$ cat config.mk
export PLATFORM = sky130hd
export DESIGN_NAME = rgb565_to_bmp24_stream
export DESIGN_NICKNAME = d
export VERILOG_FILES = /design/src/sv/r2b24_pkg.sv /design/src/sv/r2b24_front.sv /design/src/sv/r2b24_fifo.sv /design/src/sv/r2b24_back.sv /design/src/sv/rgb565_to_bmp24_stream.sv
export VERILOG_INCLUDE_DIRS = /design/src /design/src/sv
export SDC_FILE = /design/constraint.sdc
export NUM_CORES = 1
export LEC_CHECK = 0
export BUFFER_PORTS_ARGS = -buffer_cell sky130_fd_sc_hd__clkbuf_2
export CORE_MARGIN = 1
export CORE_UTILIZATION = 33
export DETAILED_ROUTE_END_ITERATION = 10
export PLACE_DENSITY_LB_ADDON = 0.08
export REMOVE_ABC_BUFFERS = 1
export SYNTH_ARGS = -nofsm -noshare
export SYNTH_HDL_FRONTEND = slang
export SYNTH_SLANG_ARGS = --single-unit
$ cat constraint.sdc
create_clock -name aclk -period 11.1 [get_ports aclk]
set_input_delay 2.775 -clock aclk [delete_from_list [all_inputs] [get_ports aclk]]
set_output_delay 2.775 -clock aclk [all_outputs]
set_load 0.005 [all_outputs]
$ cat src/sv/rgb565_to_bmp24_stream_assert.svh
// Assertion macros for the RGB565 to 24-bit BMP stream block.
// Included by the modules that check their own logic; relies on aclk and aresetn in scope.
`ifndef RGB565_TO_BMP24_STREAM_ASSERT_SVH
`define RGB565_TO_BMP24_STREAM_ASSERT_SVH

// Same-cycle implication, checked outside reset.
`define R2B24_CHECK(label, ante, cons, msg) \
    label: assert property (@(posedge aclk) disable iff (!aresetn) (ante) |-> (cons)) \
        else $error(msg);

// Next-cycle implication, checked outside reset.
`define R2B24_CHECK_NEXT(label, ante, cons, msg) \
    label: assert property (@(posedge aclk) disable iff (!aresetn) (ante) |=> (cons)) \
        else $error(msg);

`endif

$ cat src/sv/r2b24_pkg.sv
// Shared types, constants and header helpers for the RGB565 to BMP stream block.
// No dependencies.
`default_nettype none

package r2b24_pkg;

    localparam int unsigned MAX_WIDTH    = 4096;
    localparam int unsigned HEIGHT_LIMIT = 4096;
    localparam int unsigned HEADER_BYTES = 54;

    localparam logic [5:0]  HDR_LAST_IDX = 6'(HEADER_BYTES - 1);

    // Configuration register indexes
    localparam logic REG_IMAGE_WIDTH  = 1'b0;
    localparam logic REG_IMAGE_HEIGHT = 1'b1;

    // Image geometry after clamping
    typedef struct packed {
        logic [12:0] width;
        logic [12:0] height;
    } dims_t;

    // Values the header needs beyond the geometry
    typedef struct packed {
        logic [26:0] img_bytes;
        logic [26:0] file_size;
    } sizes_t;

    // One classified request between front and back
    typedef struct packed {
        logic [15:0] pixel;
        logic        hdr;
        logic [1:0]  pad;
        logic        img_end;
    } item_t;

    function automatic logic [12:0] clamp_dim(input logic [12:0] v, input logic [12:0] lim);
        logic [12:0] r;
        r = v;
        if (v == 13'd0) begin
            r = 13'd1;
        end else if (v > lim) begin
            r = lim;
        end
        return r;
    endfunction

    // One byte of the 54-byte file and info header.
    function automatic logic [7:0] header_byte(input logic [5:0] idx, input dims_t dims,
                                               input sizes_t sizes);
        logic [31:0] fs32;
        logic [31:0] im32;
        logic [31:0] w32;
        logic [31:0] h32;
        logic [7:0]  b;
        fs32 = {5'd0, sizes.file_size};
        im32 = {5'd0, sizes.img_bytes};
        w32  = {19'd0, dims.width};
        h32  = {19'd0, dims.height};
        unique case (idx)
            6'd0:    b = 8'h42;
            6'd1:    b = 8'h4D;
            6'd2:    b = fs32[7:0];
            6'd3:    b = fs32[15:8];
            6'd4:    b = fs32[23:16];
            6'd5:    b = fs32[31:24];
            6'd10:   b = 8'(HEADER_BYTES);
            6'd14:   b = 8'd40;
            6'd18:   b = w32[7:0];
            6'd19:   b = w32[15:8];
            6'd20:   b = w32[23:16];
            6'd21:   b = w32[31:24];
            6'd22:   b = h32[7:0];
            6'd23:   b = h32[15:8];
            6'd24:   b = h32[23:16];
            6'd25:   b = h32[31:24];
            6'd26:   b = 8'd1;
            6'd28:   b = 8'd24;
            6'd34:   b = im32[7:0];
            6'd35:   b = im32[15:8];
            6'd36:   b = im32[23:16];
            6'd37:   b = im32[31:24];
            6'd38:   b = 8'h13;
            6'd39:   b = 8'h0B;
            6'd42:   b = 8'h13;
            6'd43:   b = 8'h0B;
            default: b = 8'h00;
        endcase
        return b;
    endfunction

endpackage

`default_nettype wire

$ cat src/sv/r2b24_front.sv
// Front end: accepts pixels, tracks row and column, tags header, padding and image end.
// Depends on r2b24_pkg.
`default_nettype none

module r2b24_front (
    input  wire logic             aclk,
    input  wire logic             aresetn,
    input  wire logic             s_valid,
    output logic                  s_ready,
    input  wire logic [15:0]      s_pixel_rgb565,
    input  wire r2b24_pkg::dims_t dims,
    input  wire logic             queue_full,
    output logic                  push,
    output r2b24_pkg::item_t      item
);

    logic [11:0] col_reg, col_next;
    logic [11:0] row_reg, row_next;
    logic [12:0] col_inc;
    logic [12:0] row_inc;
    logic        row_end;
    logic        img_end;

    assign s_ready = !queue_full;
    assign push    = s_valid && s_ready;

    assign col_inc = {1'b0, col_reg} + 13'd1;
    assign row_inc = {1'b0, row_reg} + 13'd1;
    assign row_end = (col_inc >= dims.width);
    assign img_end = row_end && (row_inc >= dims.height);

    always_comb begin
        item.pixel   = s_pixel_rgb565;
        item.hdr     = (col_reg == 12'd0) && (row_reg == 12'd0);
        item.pad     = row_end ? dims.width[1:0] : 2'd0;
        item.img_end = img_end;
    end

    always_comb begin
        col_next = col_reg;
        row_next = row_reg;
        if (push) begin
            if (row_end) begin
                col_next = 12'd0;
                row_next = img_end ? 12'd0 : row_inc[11:0];
            end else begin
                col_next = col_inc[11:0];
            end
        end
    end

    always_ff @(posedge aclk) begin
        if (!aresetn) begin
            col_reg <= 12'd0;
            row_reg <= 12'd0;
        end else begin
            col_reg <= col_next;
            row_reg <= row_next;
        end
    end

endmodule

`default_nettype wire

$ cat src/sv/r2b24_fifo.sv
// Four-entry request queue between the front and back ends.
// Depends on r2b24_pkg.
`default_nettype none

module r2b24_fifo (
    input  wire logic              aclk,
    input  wire logic              aresetn,
    input  wire logic              push,
    input  wire r2b24_pkg::item_t  push_item,
    input  wire logic              pop,
    output logic                   full,
    output logic                   head_valid,
    output r2b24_pkg::item_t       head
);

    r2b24_pkg::item_t entries_reg [4];
    logic [1:0] wr_ptr_reg, wr_ptr_next;
    logic [1:0] rd_ptr_reg, rd_ptr_next;
    logic [2:0] count_reg, count_next;
    logic       do_pop;

    assign full       = (count_reg == 3'd4);
    assign head_valid = (count_reg != 3'd0);
    assign head       = entries_reg[rd_ptr_reg];
    assign do_pop     = pop && head_valid;

    always_comb begin
        wr_ptr_next = push ? wr_ptr_reg + 2'd1 : wr_ptr_reg;
        rd_ptr_next = do_pop ? rd_ptr_reg + 2'd1 : rd_ptr_reg;
        count_next  = count_reg + {2'd0, push} - {2'd0, do_pop};
    end

    always_ff @(posedge aclk) begin
        if (push) begin
            entries_reg[wr_ptr_reg] <= push_item;
        end
    end

    always_ff @(posedge aclk) begin
        if (!aresetn) begin
            wr_ptr_reg <= 2'd0;
            rd_ptr_reg <= 2'd0;
            count_reg  <= 3'd0;
        end else begin
            wr_ptr_reg <= wr_ptr_next;
            rd_ptr_reg <= rd_ptr_next;
            count_reg  <= count_next;
        end
    end

endmodule

`default_nettype wire

$ cat src/sv/r2b24_back.sv
// Back end: walks header, pixel and padding bytes of the queue head into the output register.
// Depends on r2b24_pkg and rgb565_to_bmp24_stream_assert.svh.
`default_nettype none
`include "rgb565_to_bmp24_stream_assert.svh"

module r2b24_back (
    input  wire logic              aclk,
    input  wire logic              aresetn,
    input  wire logic              head_valid,
    input  wire r2b24_pkg::item_t  head,
    output logic                   pop,
    input  wire r2b24_pkg::dims_t  dims,
    input  wire r2b24_pkg::sizes_t sizes,
    output logic                   m_valid,
    input  wire logic              m_ready,
    output logic [7:0]             m_out_byte,
    output logic                   m_last_of_run,
    output logic                   m_image_done
);

    typedef enum logic [5:0] {
        PH_START  = 6'b000001,
        PH_HEADER = 6'b000010,
        PH_BLUE   = 6'b000100,
        PH_GREEN  = 6'b001000,
        PH_RED    = 6'b010000,
        PH_PAD    = 6'b100000
    } phase_t;

    phase_t      phase_reg, phase_next, cur_phase;
    logic [5:0]  cnt_reg, cnt_next;
    logic        m_valid_reg, m_valid_next;
    logic [7:0]  byte_reg, byte_next;
    logic        last_reg, last_next;
    logic        done_reg, done_next;
    logic        emit;
    logic [4:0]  r5, b5;
    logic [5:0]  g6;
    logic [1:0]  pad_last;

    assign r5 = head.pixel[15:11];
    assign g6 = head.pixel[10:5];
    assign b5 = head.pixel[4:0];
    assign pad_last = head.pad - 2'd1;

    assign emit = head_valid && (!m_valid_reg || m_ready);

    always_comb begin
        if (phase_reg == PH_START) begin
            cur_phase = head.hdr ? PH_HEADER : PH_BLUE;
        end else begin
            cur_phase = phase_reg;
        end
    end

    always_comb begin
        phase_next = phase_reg;
        cnt_next   = cnt_reg;
        pop        = 1'b0;
        byte_next  = byte_reg;
        last_next  = last_reg;
        done_next  = done_reg;
        if (emit) begin
            byte_next = 8'h00;
            last_next = 1'b0;
            done_next = 1'b0;
            unique case (cur_phase)
                PH_HEADER: begin
                    byte_next = r2b24_pkg::header_byte(cnt_reg, dims, sizes);
                    if (cnt_reg == r2b24_pkg::HDR_LAST_IDX) begin
                        phase_next = PH_BLUE;
                        cnt_next   = 6'd0;
                    end else begin
                        phase_next = PH_HEADER;
                        cnt_next   = cnt_reg + 6'd1;
                    end
                end
                PH_BLUE: begin
                    byte_next  = {b5, b5[4:2]};
                    phase_next = PH_GREEN;
                end
                PH_GREEN: begin
                    byte_next  = {g6, g6[5:4]};
                    phase_next = PH_RED;
                end
                PH_RED: begin
                    byte_next = {r5, r5[4:2]};
                    cnt_next  = 6'd0;
                    if (head.pad == 2'd0) begin
                        last_next  = 1'b1;
                        done_next  = head.img_end;
                        pop        = 1'b1;
                        phase_next = PH_START;
                    end else begin
                        phase_next = PH_PAD;
                    end
                end
                PH_PAD: begin
                    if (cnt_reg[1:0] == pad_last) begin
                        last_next  = 1'b1;
                        done_next  = head.img_end;
                        pop        = 1'b1;
                        phase_next = PH_START;
                        cnt_next   = 6'd0;
                    end else begin
                        cnt_next = cnt_reg + 6'd1;
                    end
                end
                default: begin
                    phase_next = PH_START;
                    cnt_next   = 6'd0;
                end
            endcase
        end
    end

    always_comb begin
        if (emit) begin
            m_valid_next = 1'b1;
        end else if (m_ready) begin
            m_valid_next = 1'b0;
        end else begin
            m_valid_next = m_valid_reg;
        end
    end

    always_ff @(posedge aclk) begin
        byte_reg <= byte_next;
        last_reg <= last_next;
        done_reg <= done_next;
    end

    always_ff @(posedge aclk) begin
        if (!aresetn) begin
            phase_reg   <= PH_START;
            cnt_reg     <= 6'd0;
            m_valid_reg <= 1'b0;
        end else begin
            phase_reg   <= phase_next;
            cnt_reg     <= cnt_next;
            m_valid_reg <= m_valid_next;
        end
    end

    assign m_valid       = m_valid_reg;
    assign m_out_byte    = byte_reg;
    assign m_last_of_run = last_reg;
    assign m_image_done  = done_reg;

    `R2B24_CHECK(a_done_is_last, m_valid_reg && done_reg, last_reg, "image end off a run end")
    `R2B24_CHECK(a_hdr_cnt_range, phase_reg == PH_HEADER, cnt_reg <= r2b24_pkg::HDR_LAST_IDX, "header index out of range")
    `R2B24_CHECK(a_pop_has_head, pop, head_valid, "pop from empty queue")
    `R2B24_CHECK_NEXT(a_hdr_to_blue, emit && (cur_phase == PH_HEADER) && (cnt_reg == r2b24_pkg::HDR_LAST_IDX), phase_reg == PH_BLUE, "header did not hand over to pixel")

endmodule

`default_nettype wire

$ cat src/sv/rgb565_to_bmp24_stream.sv
// RGB565 pixel stream in, 24-bit BMP byte stream out. One byte leaves per cycle through the
// output register while m_ready is high and a request waits. A plain pixel gives B, G, R; an
// image's first pixel adds the 54-byte file and info header, and a row's last pixel adds width
// mod 4 zero padding bytes. A new pixel request is taken while earlier ones still drain, as
// long as the four-entry queue between the front end (row/column tracking) and the back end
// (byte sequencer) has room. Width and height are clamped to 1..4096; write them only while
// idle. Taking an image's last pixel zeroes the counters; the next pixel opens a new image.
// Depends on r2b24_pkg, r2b24_front, r2b24_fifo and r2b24_back.
`default_nettype none

module rgb565_to_bmp24_stream (
    input  wire logic        aclk,
    input  wire logic        aresetn,
    // configuration writes
    input  wire logic        cfg_wr_en,
    input  wire logic        cfg_addr,
    input  wire logic [12:0] cfg_wr_data,
    // pixel requests
    input  wire logic        s_valid,
    output logic             s_ready,
    input  wire logic [15:0] s_pixel_rgb565,
    // byte results
    output logic             m_valid,
    input  wire logic        m_ready,
    output logic [7:0]       m_out_byte,
    output logic             m_last_of_run,
    output logic             m_image_done
);

    logic [12:0]          width_reg, width_next;
    logic [12:0]          height_reg, height_next;
    r2b24_pkg::dims_t     dims;
    r2b24_pkg::sizes_t    sizes;
    logic [14:0]          row_sum;
    logic [13:0]          row_bytes;
    logic [26:0]          img_bytes_reg, img_bytes_next;
    logic [26:0]          file_size_reg, file_size_next;
    logic                 push;
    logic                 queue_full;
    logic                 pop;
    logic                 head_valid;
    r2b24_pkg::item_t     push_item;
    r2b24_pkg::item_t     head;

    // Register writes: take effect at once, on the next pixel.
    always_comb begin
        width_next  = width_reg;
        height_next = height_reg;
        if (cfg_wr_en) begin
            unique case (cfg_addr)
                r2b24_pkg::REG_IMAGE_WIDTH:  width_next  = cfg_wr_data;
                r2b24_pkg::REG_IMAGE_HEIGHT: height_next = cfg_wr_data;
                default: begin
                    width_next  = width_reg;
                    height_next = height_reg;
                end
            endcase
        end
    end

    always_ff @(posedge aclk) begin
        if (!aresetn) begin
            width_reg  <= 13'd320;
            height_reg <= 13'd240;
        end else begin
            width_reg  <= width_next;
            height_reg <= height_next;
        end
    end

    // Clamp the geometry to what the header reports.
    assign dims.width  = r2b24_pkg::clamp_dim(width_reg, 13'(r2b24_pkg::MAX_WIDTH));
    assign dims.height = r2b24_pkg::clamp_dim(height_reg, 13'(r2b24_pkg::HEIGHT_LIMIT));

    // Row length in bytes: 3*width rounded up to a multiple of four.
    assign row_sum   = {dims.width, 1'b0} + {2'd0, dims.width} + 15'd3;
    assign row_bytes = {row_sum[13:2], 2'b00};

    // Hold image and file size in registers, the multiply in img_bytes_reg and the add behind it
    // in file_size_reg; both settle well before the header reaches those bytes after a write.
    assign img_bytes_next = {13'd0, row_bytes} * {14'd0, dims.height};
    assign file_size_next = img_bytes_reg + 27'(r2b24_pkg::HEADER_BYTES);

    always_ff @(posedge aclk) begin
        img_bytes_reg <= img_bytes_next;
        file_size_reg <= file_size_next;
    end

    assign sizes.img_bytes = img_bytes_reg;
    assign sizes.file_size = file_size_reg;

    // Front end: classify each pixel request and advance the counters.
    r2b24_front u_front (
        .aclk           (aclk),
        .aresetn        (aresetn),
        .s_valid        (s_valid),
        .s_ready        (s_ready),
        .s_pixel_rgb565 (s_pixel_rgb565),
        .dims           (dims),
        .queue_full     (queue_full),
        .push           (push),
        .item           (push_item)
    );

    // Queue: lets the front keep taking requests while bytes drain.
    r2b24_fifo u_fifo (
        .aclk       (aclk),
        .aresetn    (aresetn),
        .push       (push),
        .push_item  (push_item),
        .pop        (pop),
        .full       (queue_full),
        .head_valid (head_valid),
        .head       (head)
    );

    // Back end: one byte per cycle into the output register, while m_ready and the queue allow.
    r2b24_back u_back (
        .aclk          (aclk),
        .aresetn       (aresetn),
        .head_valid    (head_valid),
        .head          (head),
        .pop           (pop),
        .dims          (dims),
        .sizes         (sizes),
        .m_valid       (m_valid),
        .m_ready       (m_ready),
        .m_out_byte    (m_out_byte),
        .m_last_of_run (m_last_of_run),
        .m_image_done  (m_image_done)
    );

endmodule

`default_nettype wire
==> metrics.md, run 1 <==
| Metric | Value |
|---|---|
| Yosys Warn Count | `0` |
| FMAX | `119.1 MHz` |
| Initial antenna violation count | `0` |
| Final instance area | `between 15000 and 20000 um2` |
| Post-CTS Resized | `0` |
| Period utilisation layout | `0.7565` |
| Count leader, synth | `inv_1` |
| Compound-gate portion of the synthesized area | `0.1094` |
| Initial Util | `0.3338` |
| Pins over their slew limit | `0` |
| Global placement routability congestion | `between 0.8 and 0.9` |
| 1st-pass router iterations | `4` |
| Synth Area in Adders | `0.2365` |
| Syn Inst Count | `1694` |
| Initial drt markers | `635` |
| Xor and xnor area share after synthesis | `0.04775` |
| Top cells by count, synth | `inv_1, nand2_1, ha_1, dfxtp_1, fa_1` |
| Slew headroom | `0.2301` |
| CP max FO | `13` |
| Routed len/inst | `19.26 um` |
| Worst setup margin | `2703 ps` |
| Placed insts | `~2300` |
| Max-cap violations | `0` |
| Via density | `slightly above 5` |
| Static leakage | `7.484 nW` |
| Post-detail-place hpwl | `34540 um` |
| Final min period | `between 8000 and 9000 ps` |
| Hold Buf Count CTS | `0` |
| Gr ovfl total | `0` |
| Layout Utilization | `0.3680` |
| Clock Tree Buf Depth | `3` |
| TNS Setup | `0 ps` |
| VDD IR-drop max | `0.0001032 V` |
| Final WL | `45280 um` |
| Pre-CTS WS | `2733 ps` |
| Clk_lat worst skew | `560 ps` |
| Area leader, netlist | `edfxtp_1` |
| Total Routing Usage GR | `0.1870` |
| Largest net degree at the start of global routing | `61` |
| Synth async-reset ratio | `0` |
| Critical Path AT | `around 8900 ps` |
| Hold WC Path Type | `register to register` |
| Worst path required time | `11590 ps` |
| DIE WIDTH | `221.5 um` |
| Root Driver | `clkbuf_16` |
| Sw Share | `0.4009` |
| Die height | `221.5 um` |
| Row count | `80` |
| Flops & latches, synth | `212` |
| Vias in the first global route | `12120` |
| Final Hold Fails | `0` |
| Tot Pwr | `approximately 3.4 mW` |
| Max Clock Skew | `around 18 ps` |
| Library cells used by synthesis | `90` |
| Hold WS | `460.9 ps` |
| PortBufs | `46` |
| # Post-CTS Setup Buffers | `0` |
| RSZ-0062 raised after global routing | `no` |
| DR DRC count | `0` |
| Clock Power Share | `0.236` |
| Multiplexer area fraction after synthesis | `0.02966` |
| Part of the power in combinational logic | `0.446` |
| Placement Cell Area | `roughly 17000 um2` |
| Main combinational cell family by area after synthesis | `adder cells` |
| Clock slew at reported path FFs | `60 ps` |
| Endpoints failing setup | `0` |
| Simple-gate share of the synthesized area | `0.1803` |
| Post-route ant nets | `0` |
| N_diodes | `0` |
| Number of synthesized flops with an enable pin | `90` |
| Cts bufs inserted | `26` |
| Int Pwr | `roughly 2 mW` |
| Status | `finished clean` |
| Synthesized area | `between 15000 and 20000 um2` |
| Ranking of synthesized cells by area | `edfxtp_1, dfxtp_1, fa_1, ha_1, inv_1` |
| Die area | `between 40000 and 50000 um2` |
| Psw | `1.343 mW` |
| Layout cells sized above 1 | `0.09332` |
| Largest register FFs | `80` |
| Kind of critical path | `register to register` |
| Final Net Count | `1986` |
| Critical path launch point type | `register` |
| Critical Path End Type | `register` |
| Io pins | `47` |
| CTS tree | `done` |
| Area Growth Syn to Fin | `10.24%` |
| Final std cells w/o fill | `roughly 2400` |
| First-pass GRT wire length | `71770 um` |
| Post-synthesis sequential area ratio | `0.3235` |
| Pwr dens | `around 190 nW/um2` |
| TritonCTS Sinks | `around 210` |
| Top_reg_cell synth | `dfxtp_1` |
| Core area | `between 40000 and 50000 um2` |
| Mean Syn Cell Area | `9.388 um2` |
| Routed vias | `approximately 12000` |
| Worst-Margin Slew | `1147 ps` |
| Sequential power share | `0.318` |
| H-tree lvl count | `1` |
| Share of the synthesized area in the top cell type | `0.1699` |
-- final timing paths --
path | from | endpoint | slack [ps] | cells past startpoint
max | width_reg[2] | img_bytes_reg[20] | 2700 | 25
min | height_reg[0] | height_reg[0] | 460 | 2
max reg2reg | width_reg[2] | img_bytes_reg[20] | 2700 | 25
min reg2reg | height_reg[0] | height_reg[0] | 460 | 2
-- worst max-delay path: stages, from the launching register on --
cell,delay (ps)
dfxtp_1,410
nor4_1,280
nand3_1,150
a21oi_1,380
or2_2,190
ha_1,250
and4b_1,210
nor4_1,360
o41ai_2,200
a31oi_1,230
xor2_1,880
nor2_1,150
fa_1,580
inv_1,50
fa_1,470
inv_1,60
fa_1,500
fa_1,540
inv_1,60
fa_1,520
inv_1,40
ha_1,340
a2111oi_0,570
a21oi_1,270
a2111oi_0,470
nand4b_1,160
-- routing by layer --
| layer | part of all wire | global-route usage |
|---|---|---|
| met2 | 0.44 | 0.2960 |
| met3 | 0.050 | 0.03552 |
| met1 | 0.49 | 0.2657 |
| met4 | 0.017 | 0.03674 |
| met5 | 0 | 0 |
-- cell families (layout without fill, tap and decap cells) --
kind of cell,count (synthesis),after routing
AO/OA/AOI/OAI,257,257
adder cells (fa/ha/maj),234,234
XOR/XNOR,85,85
AND/OR/NAND/NOR,584,584
multiplexers,27,27
buffers and inverters,295,337
flip-flops,212,212
-- power groups by stage --
stage / sequential (mW) / clock, mW / combinational [mW]
5_1_grt: 1.08 / 0.849 / 1.73
6_report: 1.06 / 0.791 / 1.50
2_1_floorplan: 1.04 / 0 / 1.11
3_3_place_gp: 1.08 / 0 / 1.51
3_5_place_dp: 1.08 / 0 / 1.51
4_1_cts: 1.07 / 0.817 / 1.52
-- layout by cell type, fill, tap and decap left out, types with 23 or more instances in the layout --
cell type / n
inv_1: 215
nand2_1: 211
ha_1: 123
dfxtp_1: 122
fa_1: 111
nor2_1: 100
edfxtp_1: 90
a21oi_1: 84
xnor2_1: 56
nand3_1: 53
clkbuf_2: 46
o21ai_0: 34
and2_1: 31
nor3_1: 27
xor2_1: 26
clkbuf_16: 26
or3_1: 25
nor2b_1: 24
nand4_1: 24
buf_4: 23
-- final cells by class --
class                   count  area, um2
inverters                 221      829.5
clock buffers              33      686.9
multi-input cells        1187       9608
fillers                  4884      30110
clock inverters            14      91.34
flip-flops and latches    212       5145
well taps                 615      769.5
repair buffers             69      402.9
Power figures use the tool's default switching activity.
==> run 2: changes to the inputs <==
Clock period 11.1 ns to 8.6 ns, I/O delays scaled along.
==> metrics.md, run 2 (synthesized netlist as in run 1, its figures left out) <==
| Metric | Value |
|---|---|
| Cell mode on critical path | `fa_1` |
| R2r endpoint | `img_bytes_reg[20]` |
| Clock Power Share | `0.251` |
| Reg-to-reg slack, setup | `about 800 ps` |
| Slew headroom | `0.3091` |
| Endpoints failing setup | `0` |
| Critical Path AT | `around 8300 ps` |
| Sw Share | `0.3923` |
| Hold Buf Count CTS | `0` |
| H-tree lvl count | `1` |
| Period utilisation layout | `0.9069` |
| FMAX | `between 100 and 150 MHz` |
| FF/Latch Area | `5145 um2` |
| Routed vias | `approximately 12000` |
| TritonCTS Sinks | `roughly 210` |
| Most common cell after layout, fill and taps aside | `inv_1` |
| Worst setup margin | `about 800 ps` |
| Most frequent cells in the layout | `inv_1, nand2_1, ha_1, dfxtp_1, fa_1` |
| Int Pwr | `2.680 mW` |
| VDD IR-drop max | `~0.00018 V` |
| Worst-Margin Slew | `1027 ps` |
| Io pins | `47` |
| Hold WC Path Type | `register to register` |
| Post-route ant nets | `0` |
| Row count | `80` |
| Via density | `between 5 and 6` |
| Root Driver | `clkbuf_16` |
| Hold Path Stages | `2` |
| WP depth | `27` |
| FILL cells | `approximately 5000` |
| Max Clock Skew | `15.45 ps` |
| Gr ovfl total | `0` |
| Part of the power in combinational logic | `0.437` |
| Core area | `47650 um2` |
| Total Routing Usage GR | `0.1844` |
| DIE WIDTH | `221.5 um` |
| N_diodes | `0` |
| Pwr dens | `249.4 nW/um2` |
| Area Growth Syn to Fin | `11.22%` |
| Critical Path End Type | `register` |
| CTS tree | `done` |
| CP Capture Point | `img_bytes_reg[20]` |
| Sequential power share | `0.311` |
| Final Hold Fails | `0` |
| Pins over their slew limit | `0` |
| Post-detail-place hpwl | `34540 um` |
| CP bufs+invs | `6` |
| Clk_lat worst skew | `550 ps` |
| DR DRC count | `0` |
| Psw | `1.730 mW` |
| Hold WS | `between 400 and 500 ps` |
| Largest register FFs | `80` |
| Initial antenna violation count | `1` |
| Die area | `49080 um2` |
| CP max-delay cell | `a2111oi_0` |
| # Post-CTS Setup Buffers | `0` |
| Area of the multi-input gates | `approximately 9600 um2` |
| Layout cells sized above 1 | `0.1002` |
| Largest net degree at the start of global routing | `between 60 and 70` |
| Routed len/inst | `19.00 um` |
| Global placement routability congestion | `0.8562` |
| TNS Setup | `0 ps` |
| Vias in the first global route | `12150` |
| Max-cap violations | `0` |
| Final min period | `7799 ps` |
| R2R cell count | `27` |
| Static leakage | `7.567 nW` |
| Initial drt markers | `747` |
| Clock slew at reported path FFs | `60 ps` |
| Final WL | `44870 um` |
| Initial Util | `0.3338` |
| Critical path launch point type | `register` |
| Clock Tree Buf Depth | `3` |
| Die height | `221.5 um` |
| RSZ-0062 raised after global routing | `no` |
| Cts bufs inserted | `26` |
| Worst setup path startpoint | `width_reg[2]` |
| 1st-pass router iterations | `5` |
| PortBufs | `46` |
| Worst flop-to-flop path startpoint | `width_reg[2]` |
| Status | `finished clean` |
| Post-CTS Resized | `0` |
| CP max FO | `9` |
| Pre-CTS WS | `681.6 ps` |
| Kind of critical path | `register to register` |
| CP delay by family, top | `adder cells` |
| Worst path required time | `9090 ps` |
| First-pass GRT wire length | `70990 um` |
| Crit path largest cell delay | `580 ps` |
| Final Net Count | `between 1500 and 2000` |
## run 2: cell types whose count changed in the layout (fill, tap and decap cells not counted), moves of 2 or more
cell	change
buf_4	+9
bufinv_16	+2
clkbuf_1	-2
clkinv_2	-2
clkinvlp_2	+3
clkinvlp_4	-3
## run 2: metal layers
layer,wire [um],share of wire,GRT usage,up-vias
li1,-,-,-,5840
met1,22000,0.49,0.2654,5861
met2,19940,0.44,0.2921,228
met3,2022,0.045,0.02823,48
met4,895,0.020,0.03920,2
met5,12,0.00027,0,-
## run 2: worst min-delay path: cells and delay by family (launching register included)
family,cells,cell delay [ps]
AO/OA/AOI/OAI,1,50
flip-flops,1,310
AND/OR/NAND/NOR,1,50
## run 2: power by group through the flow
stage	Sequential, mW	Clock [mW]	Combinational [mW]
2_1_floorplan	1.34	0	1.43
3_3_place_gp	1.40	0	1.95
3_5_place_dp	1.40	0	1.94
4_1_cts	1.38	1.14	1.96
5_1_grt	1.39	1.18	2.24
6_report	1.37	1.11	1.93
## run 2: how the worst min path moves through the flow
stage / startpoint / slack (ps) / end
detailed placement: height_reg[0] / 460 / height_reg[0]
floorplan: img_bytes_reg[2] / 380 / file_size_reg[2]
finish: height_reg[0] / 470 / height_reg[0]
global route: img_bytes_reg[2] / 480 / file_size_reg[2]
CTS: height_reg[0] / 470 / height_reg[0]
global placement: height_reg[0] / 460 / height_reg[0]
## run 2: area by class of cell
type                       count  area share
timing repair buffer          78     0.02660
inverter                     221     0.04690
clock inverter                15    0.008347
multi-input combinational   1187      0.5432
clock buffer                  33     0.04060
sequential                   212      0.2909
tap                          615     0.04350
## run 2: per-stage QoR
step | instances | power [mW] | utilization | area, um2
4_1_cts | 2361 | 4.475 | 0.3711 | 17680
6_report | 2361 | 4.411 | 0.3712 | 17690
3_3_place_gp | 2313 | 3.349 | 0.3529 | 16810
2_1_floorplan | 1620 | 2.775 | - | 15570
3_5_place_dp | 2313 | 3.340 | 0.3529 | 16810
5_1_grt | 2361 | 4.820 | 0.3712 | 17690
==> run 3: changes to the inputs <==
Settings changed: CORE_UTILIZATION 33 to 35.
==> metrics.md, run 3 (synthesized netlist as in run 1, its figures left out) <==
| Metric | Value |
|---|---|
| Final WL | `43980 um` |
| Die height | `215.2 um` |
| VDD IR-drop max | `0.0001681 V` |
| Critical path launch point type | `register` |
| Wire length on met2 | `about 20000 um` |
| Worst flop-to-flop path startpoint | `width_reg[7]` |
| FMAX | `126.9 MHz` |
| CTS tree | `done` |
| Clk_lat worst skew | `550 ps` |
| Root Driver | `clkbuf_16` |
| TritonCTS Sinks | `212` |
| CP max FO | `13` |
| Pwr dens | `246.8 nW/um2` |
| Period utilisation layout | `0.9163` |
| Worst setup margin | `719.5 ps` |
| Io pins | `47` |
| Row count | `between 70 and 80` |
| Final Hold Fails | `0` |
| Post-route ant nets | `0` |
| Worst path required time | `9020 ps` |
| Endpoints failing setup | `0` |
| Routed vias | `12010` |
| N_diodes | `0` |
| Area Growth Syn to Fin | `10.46%` |
| Worst setup path startpoint | `width_reg[7]` |
| CP Cell Sequence | `nor4_1 > nand3_1 > a21oi_1 > or2_2 > ha_1 > and4b_1 > nor4_1 > o41ai_2 > xnor2_1 > nor2_1 > fa_1 > inv_1 > fa_1 > inv_1 > fa_1 > fa_1 > inv_1 > fa_1 > inv_1 > ha_1 > a2111oi_0 > a21oi_1 > a221o_1 > xor2_1` |
| CP max-delay cell | `xnor2_1` |
| Gr ovfl total | `0` |
| Tot Pwr | `4.336 mW` |
| Critical Path End Type | `register` |
| Max Clock Skew | `approximately 19 ps` |
| Largest register FFs | `80` |
| Core area | `about 45000 um2` |
| Clock slew at reported path FFs | `60 ps` |
| Top layer in use | `met4` |
| Clock Tree Buf Depth | `3` |
| Routed len/inst | `18.88 um` |
| Pins over their slew limit | `0` |
| TNS Setup | `0 ps` |
| Max-cap violations | `0` |
| Total Routing Usage GR | `0.1902` |
| DIE WIDTH | `215.2 um` |
| Layout Utilization | `0.3947` |
| Final Net Count | `1989` |
| Final min period | `7880 ps` |
| Pre-CTS WS | `568.4 ps` |
| 1st-pass router iterations | `5` |
| PortBufs | `46` |
| Min-delay src | `height_reg[0]` |
| Hold Buf Count CTS | `0` |
| Static leakage | `7.537 nW` |
| Initial Util | `0.3573` |
| Worst-Margin Slew | `1097 ps` |
| Vias in the first global route | `12060` |
| Cts bufs inserted | `24` |
| Global placement routability congestion | `0.8883` |
| Initial drt markers | `647` |
| Cell mode on critical path | `fa_1` |
| Slew headroom | `0.2636` |
| Most frequent cells in the layout | `inv_1, nand2_1, ha_1, dfxtp_1, fa_1` |
| Placed insts | `2286` |
| Wl on met1 | `20870 um` |
| Crit path largest cell delay | `around 880 ps` |
| H-tree lvl count | `1` |
| Kind of critical path | `register to register` |
| Initial antenna violation count | `1` |
| RSZ-0062 raised after global routing | `no` |
| DR DRC count | `0` |
| Hold WC Path Type | `register to register` |
| Layout cells sized above 1 | `0.09666` |
| Most common cell after layout, fill and taps aside | `inv_1` |
| First-pass GRT wire length | `slightly below 70000 um` |
| Met3 Wirelength | `2446 um` |
| Critical Path AT | `about 8300 ps` |
| Final std cells w/o fill | `2330` |
| Largest net degree at the start of global routing | `61` |
| Post-detail-place hpwl | `33940 um` |
| Via density | `5.156` |
| Status | `finished clean` |
| Die area | `46300 um2` |
| FILL cells | `4567` |
==> run 3: cell type report <==
| cell class | instances | area [um2] | area share |
|---|---|---|---|
| multi-input combinational | 1187 | 9608 | 0.5469 |
| clock buffer | 34 | 743.2 | 0.04230 |
| inverter | 221 | 829.5 | 0.04722 |
| timing repair buffer | 74 | 440.4 | 0.02507 |
| clock inverter | 10 | 61.31 | 0.003490 |
| tap | 592 | 740.7 | 0.04216 |
| sequential | 212 | 5145 | 0.2929 |
==> run 3: critical path, delay by kind of cell (launching register included) <==
kind,cells,cell delay [ps]
flip-flops,1,320
XOR/XNOR,2,1020
AND/OR/NAND/NOR,6,1420
AO/OA/AOI/OAI,5,1650
adder cells (fa/ha/maj),7,3140
buffers and inverters,4,190
==> run 3: path summary, 6_finish.rpt <==
kind	end	slack, ps	cells after the start
worst max-delay path	img_bytes_reg[22]	720	24
worst min-delay path	height_reg[0]	460	2
worst max register to register	img_bytes_reg[22]	720	24
worst min register to register	height_reg[0]	460	2
==> run 3: per-stage QoR <==
step / cell area (um2) / hold slack (ps)
4_1_cts: 17560 / 464.4
3_5_place_dp: 16760 / 454.4
3_3_place_gp: 16760 / 453.5
2_1_floorplan: 15570 / 382.4
5_1_grt: 17570 / 488.0
6_report: 17570 / 458.1
==> run 3: power by group <==
group	internal, mW	switching [mW]
Sequential	1.25	0.127
Combinational	0.779	1.15
Clock	0.603	0.431
Total	2.63	1.71
==> run 3: routing by layer <==
layer,up-vias,GRT usage
met1,5886,0.2674
met4,0,0.03428
met5,-,0
met2,249,0.3052
met3,45,0.03623
li1,5833,-
==> run 3: what timing repair did <==
action | CTS | global route
buffers inserted | 0 | 0
gates resized for setup | 0 | 1
setup endpoints to repair | 0 | 6
